$ cat config.mk
export PLATFORM = sky130hd
export DESIGN_NAME = clc_front
export DESIGN_NICKNAME = d
export VERILOG_FILES = /design/src/hw/rtl/clc_pkg.sv /design/src/hw/rtl/clc_front.sv
export SDC_FILE = /design/constraint.sdc
export NUM_CORES = 1
export LEC_CHECK = 0
export ABC_AREA = 1
export BUFFER_PORTS_ARGS = -buffer_cell sky130_fd_sc_hd__buf_2
export CORE_MARGIN = 4
export CORE_UTILIZATION = 40
export CTS_CLUSTER_SIZE = 30
export DETAILED_ROUTE_END_ITERATION = 10
export PLACE_DENSITY = 0.64
export RECOVER_POWER = 50
export SLEW_MARGIN = 20
export SYNTH_ARGS = -nofsm -noshare
export SYNTH_HDL_FRONTEND = slang
export SYNTH_SLANG_ARGS = --single-unit
$ cat constraint.sdc
create_clock -name clk_i -period 7.1 [get_ports clk_i]
set_input_delay 0.71 -clock clk_i [delete_from_list [all_inputs] [get_ports clk_i]]
set_output_delay 0.71 -clock clk_i [all_outputs]
set_load 0.01 [all_outputs]
$ cat src/hw/rtl/clc_pkg.sv
// Shared types and constants of the connection limit counter.
// Used by clc_front, clc_back and connection_limit_counter; no dependencies.
`timescale 1ns / 1ps

package clc_pkg;

  localparam int unsigned CONN_ENTRIES = 256;
  localparam int unsigned HOST_ENTRIES = 64;
  localparam int unsigned USER_ENTRIES = 64;
  localparam int unsigned ID_BITS      = 32;

  localparam int unsigned CONN_AW = $clog2(CONN_ENTRIES);
  localparam int unsigned HOST_AW = $clog2(HOST_ENTRIES);
  localparam int unsigned USER_AW = $clog2(USER_ENTRIES);

  // One scan pass covers the largest of the three tables.
  localparam int unsigned SCAN_HU = (HOST_ENTRIES > USER_ENTRIES) ? HOST_ENTRIES : USER_ENTRIES;
  localparam int unsigned SCAN_N  = (CONN_ENTRIES > SCAN_HU) ? CONN_ENTRIES : SCAN_HU;
  localparam int unsigned SCAN_W  = $clog2(SCAN_N + 1);

  localparam int unsigned CNT_W = 16;

  typedef logic [ID_BITS-1:0] id_t;
  typedef logic [CNT_W-1:0]   cnt_t;

  localparam cnt_t CNT_MAX = {CNT_W{1'b1}};
  localparam cnt_t CNT_ONE = cnt_t'(1);

  typedef enum logic [1:0] {
    CMD_CREATE  = 2'd0,
    CMD_APPROVE = 2'd1,
    CMD_CLOSE   = 2'd2,
    CMD_NOP     = 2'd3
  } cmd_e;

  typedef enum logic [1:0] {
    STAT_OK      = 2'd0,
    STAT_FULL    = 2'd1,
    STAT_UNKNOWN = 2'd2
  } status_e;

  typedef enum logic {
    REG_HOST_LIMIT  = 1'b0,
    REG_TOTAL_LIMIT = 1'b1
  } reg_e;

  typedef struct packed {
    cmd_e cmd;
    id_t  conn;
    id_t  host;
    id_t  user;
    logic list_ok;
    logic enforce;
    cnt_t quota;
  } item_t;

  typedef struct packed {
    logic    allowed;
    logic    deny_total;
    logic    deny_host;
    logic    deny_user;
    logic    deny_list;
    logic    limit_report;
    status_e status;
    cnt_t    total_now;
  } res_t;

  // Handshake between the front queue and the back engine.
  typedef struct packed {
    logic  valid;
    item_t item;
  } fwd_t;

endpackage

$ cat src/hw/rtl/clc_front.sv
// Front of the connection limit counter: accepts event words, decodes the
// command and holds them in a two-entry queue. Depends on clc_pkg.
`timescale 1ns / 1ps

module clc_front (
  input  logic           clk_i,
  input  logic           rst_ni,
  input  logic           push_i,
  output logic           full_o,
  input  logic [1:0]     cmd_i,
  input  logic [31:0]    conn_id_i,
  input  logic [31:0]    host_id_i,
  input  logic [31:0]    user_id_i,
  input  logic           host_list_ok_i,
  input  logic           enforce_user_quota_i,
  input  logic [15:0]    user_quota_i,
  output clc_pkg::fwd_t  fwd_o,
  input  logic           take_i
);

  clc_pkg::item_t ent_q [2];
  logic           wp_q, wp_d, rp_q, rp_d;
  logic [1:0]     cnt_q, cnt_d;
  clc_pkg::item_t in_item;
  logic           do_push, do_take;

  always_comb begin
    in_item = '0;
    unique case (cmd_i)
      clc_pkg::CMD_CREATE:  in_item.cmd = clc_pkg::CMD_CREATE;
      clc_pkg::CMD_APPROVE: in_item.cmd = clc_pkg::CMD_APPROVE;
      clc_pkg::CMD_CLOSE:   in_item.cmd = clc_pkg::CMD_CLOSE;
      default:              in_item.cmd = clc_pkg::CMD_NOP;
    endcase
    in_item.conn    = conn_id_i[clc_pkg::ID_BITS-1:0];
    in_item.host    = host_id_i[clc_pkg::ID_BITS-1:0];
    in_item.user    = user_id_i[clc_pkg::ID_BITS-1:0];
    in_item.list_ok = host_list_ok_i;
    in_item.enforce = enforce_user_quota_i;
    in_item.quota   = user_quota_i;
  end

  assign full_o  = (cnt_q == 2'd2);
  assign do_push = push_i && !full_o;
  assign do_take = take_i && (cnt_q != 2'd0);

  assign fwd_o.valid = (cnt_q != 2'd0);
  assign fwd_o.item  = ent_q[rp_q];

  always_comb begin
    wp_d  = do_push ? ~wp_q : wp_q;
    rp_d  = do_take ? ~rp_q : rp_q;
    cnt_d = cnt_q + {1'b0, do_push} - {1'b0, do_take};
  end

  always_ff @(posedge clk_i or negedge rst_ni) begin
    if (!rst_ni) begin
      wp_q  <= 1'b0;
      rp_q  <= 1'b0;
      cnt_q <= 2'd0;
    end else begin
      wp_q  <= wp_d;
      rp_q  <= rp_d;
      cnt_q <= cnt_d;
    end
  end

  always_ff @(posedge clk_i) begin
    if (do_push) begin
      ent_q[wp_q] <= in_item;
    end
  end

endmodule

Yosys cells after proc, flatten, opt, wreduce, memory -nomap -nowiden. Memories as Yosys holds them, arrays and structs flattened. Index checks and enable logic that the tools add are counted.

$add $sub $neg: 2. Equality and inequality tests: 3. Muxes and demuxes: 3. Bitwise gates (word level): 2. Reduce and logical (&&, ||, !) cells: 5.

Operators with widths (number): 2-bit case mux with 3 select lines (1); 2-bit == test, second input constant (2); 2-bit by 1-bit adder with 2-bit output (1); 2-bit by 1-bit == test with 1-bit output, second input constant (1); 1-bit logical AND (2); 2-bit logical NOT (1); 1-bit 2-to-1 mux (2); 1-bit NOT (2); 2-bit nonzero test (1); 2-bit by 1-bit subtractor with 2-bit output (1); 1-bit logical NOT (1).

Register bits: 4. RAM bits: 232. Bits of input ports: 120. Output and inout port bits: 118. Logic and storage cells: 19. Memories kept: 1.

Memories: ent_q (depth 2, bits a word 116, read ports 1, clocked after Yosys merged registers in 0, write ports 1, RTL line clc_front.sv:21) `clc_pkg::item_t ent_q [2];`.

Depth between registers and ports, before layout.
Depth after elaboration: 5. Gate-level depth with buffers: 10. Gate-level depth less buffers: 10.

Least setup slack after synthesis. OpenSTA, ideal clock, no wires.

Path type: input to register. From: in push_i. To: mem ent_q[1][0] (netlist bit) (enable). Setup time: 0.592 ns. Data arrival time: 5.617 ns. Required time: 6.508 ns. Setup slack: 0.891 ns. Stages on the path: 2. Path buffers: 0. Cells stage by stage: nand2_1 -> nor2_1.

Longest elaborated chain between the ends: 3.

Ends and longest elaborated chain: from (decl) (RTL line clc_front.sv:8) `input logic push_i,`; 1-bit logical AND (RTL line clc_front.sv:44) `assign do_push = push_i && !full_o;`; 1-bit 2-to-1 mux (RTL line clc_front.sv:69) `if (do_push) begin`; 1-bit 2-to-1 mux (implied by the code) (RTL line clc_front.sv:70) `ent_q[wp_q] <= in_item;`; to (decl) (RTL line clc_front.sv:21).

No other way between the ends.

Worst setup path in the final report.
From: reg cnt_q[0]. To: mem ent_q[0][81] (netlist bit) (enable).

Longest elaborated chain between the ends: 5.

Ends and longest elaborated chain: from (decl) (RTL line clc_front.sv:23) `logic [1:0] cnt_q, cnt_d;`; from (signal assigned) (RTL line clc_front.sv:64) `cnt_q <= cnt_d;`; 2-bit == test (RTL line clc_front.sv:43) `assign full_o = (cnt_q == 2'd2);`; 1-bit logical NOT (RTL line clc_front.sv:44); 1-bit logical AND (RTL line clc_front.sv:44); 1-bit 2-to-1 mux (RTL line clc_front.sv:69); 1-bit 2-to-1 mux (implied by the code) (RTL line clc_front.sv:70).

No other way between the ends.

==> out/metrics.csv <==
metric;value;unit
cp.required;7.23;ns
slew_headroom;-0.743;
synth.distinct_cells;12;
most-common-layout-cells;nand2_1, edfxtp_1, buf_2, clkbuf_1, clkbuf_16;
worstHoldStart;conn_id_i[10];
finalCritPeriodShare;0.591;
ios;238;
wl_met2;8510;µm
startpoint_type;flop;
cts_buffers;25;
min_path_type;in2reg;
grt_start_max_net_pins;70;
p_leak;4.55;nW
reg2reg_from;cnt_q[0];
cts.path.max_buffers;3;
met3WireLength;1890;µm
syn2layout_area_growth;25.0;%
start_util;0.410;
dp_hpwl;11400;µm
min_period;4.20;ns
post-place-ws;4.01;ns
grt_antenna_before_repair;2;
yosysSeqAreaShare;0.815;
cts-root-buf;clkbuf_16;
final.setup.tns;0;ns
cp_max_fo;59;
ir_drop;0.256;mV
fin_nets;1005;
maxSlewViolCount;59;
multi_input_area;0.00141;mm²
clk_pin_slew;0.06;ns
syn-mean-instance-area;13.6;µm²
num_rows;53;
drive_gt1_frac;0.246;
criticalPathCategory;reg2reg;
cts_max_level;1;
endpoint;ent_q[0][81];
clock-sinks;236;
worst_slack;2.90;ns
holdWs;0.390;ns
max_freq;0.238;GHz
postLayoutCoreUtil;0.513;
p_int;3.13;mW
syn_nets;762;
grt_pass1_vias;5185;
worst_pin_slew;2.60;ns
grt_pass1_wl;27600;µm
clkPwrFrac;0.277;
pwr-share-seq;0.433;
crit_path_start;cnt_q[0];
cp.arrival;4.33;ns
violations;max-capacitance violations, max-slew violations;
finalWeightedCongestion;0.749;
post_dp_cell_area;0.0101;mm²
setup_violations;0;
remaining_drc_errors;0;
reg2reg_to;ent_q[0][81];
pwr-share-comb;0.289;
rsz0062_at_grt;no;
grtUsageTotal;0.144;
ant_nets;0;
ctsHoldBuffers;1;
routed_wl;18000;µm
cts_tree;done;
detail_route.wl_per_cell;15.3;µm
cts_setup_buffers;0;
cts.repair.resized;0;
ys_ff_latch;236;
drt_iter0_markers;304;
mostFrequentLayoutCell;nand2_1;
die_y;155;µm
met1Wirelength;7220;µm
status;complete, but fails checks;
antenna_cells;0;
dr.pass1.iters;6;
worstRegToRegCells;5;
yosysWarnings;0;
postLayoutCellArea;0.0108;mm²
p_per_area;430;mW/mm²
power_switching;1.53;mW
hold_violations;0;
fin_total_pwr;4.66;mW
fillCellCount;1879;
instances_no_fill;1176;
max_cap_violations;1;
clk_latency;0.50;ns
placed_cells;1130;
via_per_inst;4.49;
grt-ovfl-total;0;
vias;5284;
fin_worst_skew;0.0110;ns
die_area;0.0241;mm²
seqCellArea;0.00707;mm²
io_buffers;237;
routed.top_layer;met5;
endpoint_kind;flop;
die-width;155;µm
netlist.area_leader.share;0.803;
synth_area_leaders;edfxtp_1, nand2_1, dfrtp_1, buf_2, buf_6;
r2r_slack;2.90;ns
coreArea;0.0212;mm²
swShare;0.329;
netlist_instances;640;
yosys.area.top_type;edfxtp_1;
synthesis.area;0.00867;mm²
[worst max-delay path, cell delays in order (launching register included)]
cell and delay [ns]:
dfrtp_1 0.38, inv_1 0.07, nand2_1 0.08, nand3_1 0.12
clkinvlp_2 1.94, buf_4 1.10
[power groups by stage]
stage | combinational [mW] | sequential [mW] | clock, mW
5_1_grt | 1.52 | 2.06 | 1.39
2_1_floorplan | 0.861 | 2.03 | 0
3_5_place_dp | 1.39 | 2.05 | 0
6_report | 1.35 | 2.02 | 1.29
3_3_place_gp | 1.39 | 2.04 | 0
4_1_cts | 1.40 | 2.02 | 1.33
[worst min path at each step]
stage | cells past startpoint | end | slack [ns]
floorplan | 0 | cnt_q[0] | 0.41
global placement | 2 | wp_q | 0.46
detailed placement | 2 | wp_q | 0.46
CTS | 1 | ent_q[1][104] | 0.36
global route | 1 | ent_q[1][71] | 0.36
finish | 1 | ent_q[1][92] | 0.39
[cell type report]
cell class,count,share of cell area
clock buffer,28,0.0587
clock inverter,17,0.0174
inverter,10,0.00381
multi-input combinational,367,0.130
sequential,236,0.652
tap,275,0.0317
timing repair buffer,243,0.107
[state kept, by name (all words and copies together) (netlist names)]
| name | count |
|---|---|
| cnt_q | 2 |
| rp_q | 1 |
| wp_q | 1 |
| ent_q | 232 |
[cells by family after synthesis]
family	share of synthesized area
fa+ha+maj	0.00288
buf+inv	0.0241
simple gates	0.158
flops	0.815
[synth_stat cells, drive strengths merged]
cell type  count
nand3          3
nor2           1
clkbuf         2
buf           25
inv           10
edfxtp       232
ha             2
nand2        361
dfrtp          4
[metal layers]
layer  global-route usage  vias to the layer above
met5                    0                        -
met1                0.192                     2410
met3               0.0542                       36
met2                0.226                      199
met4               0.0383                        4
li1                     -                     2635
No activity file was read; power rests on OpenSTA's default activity.
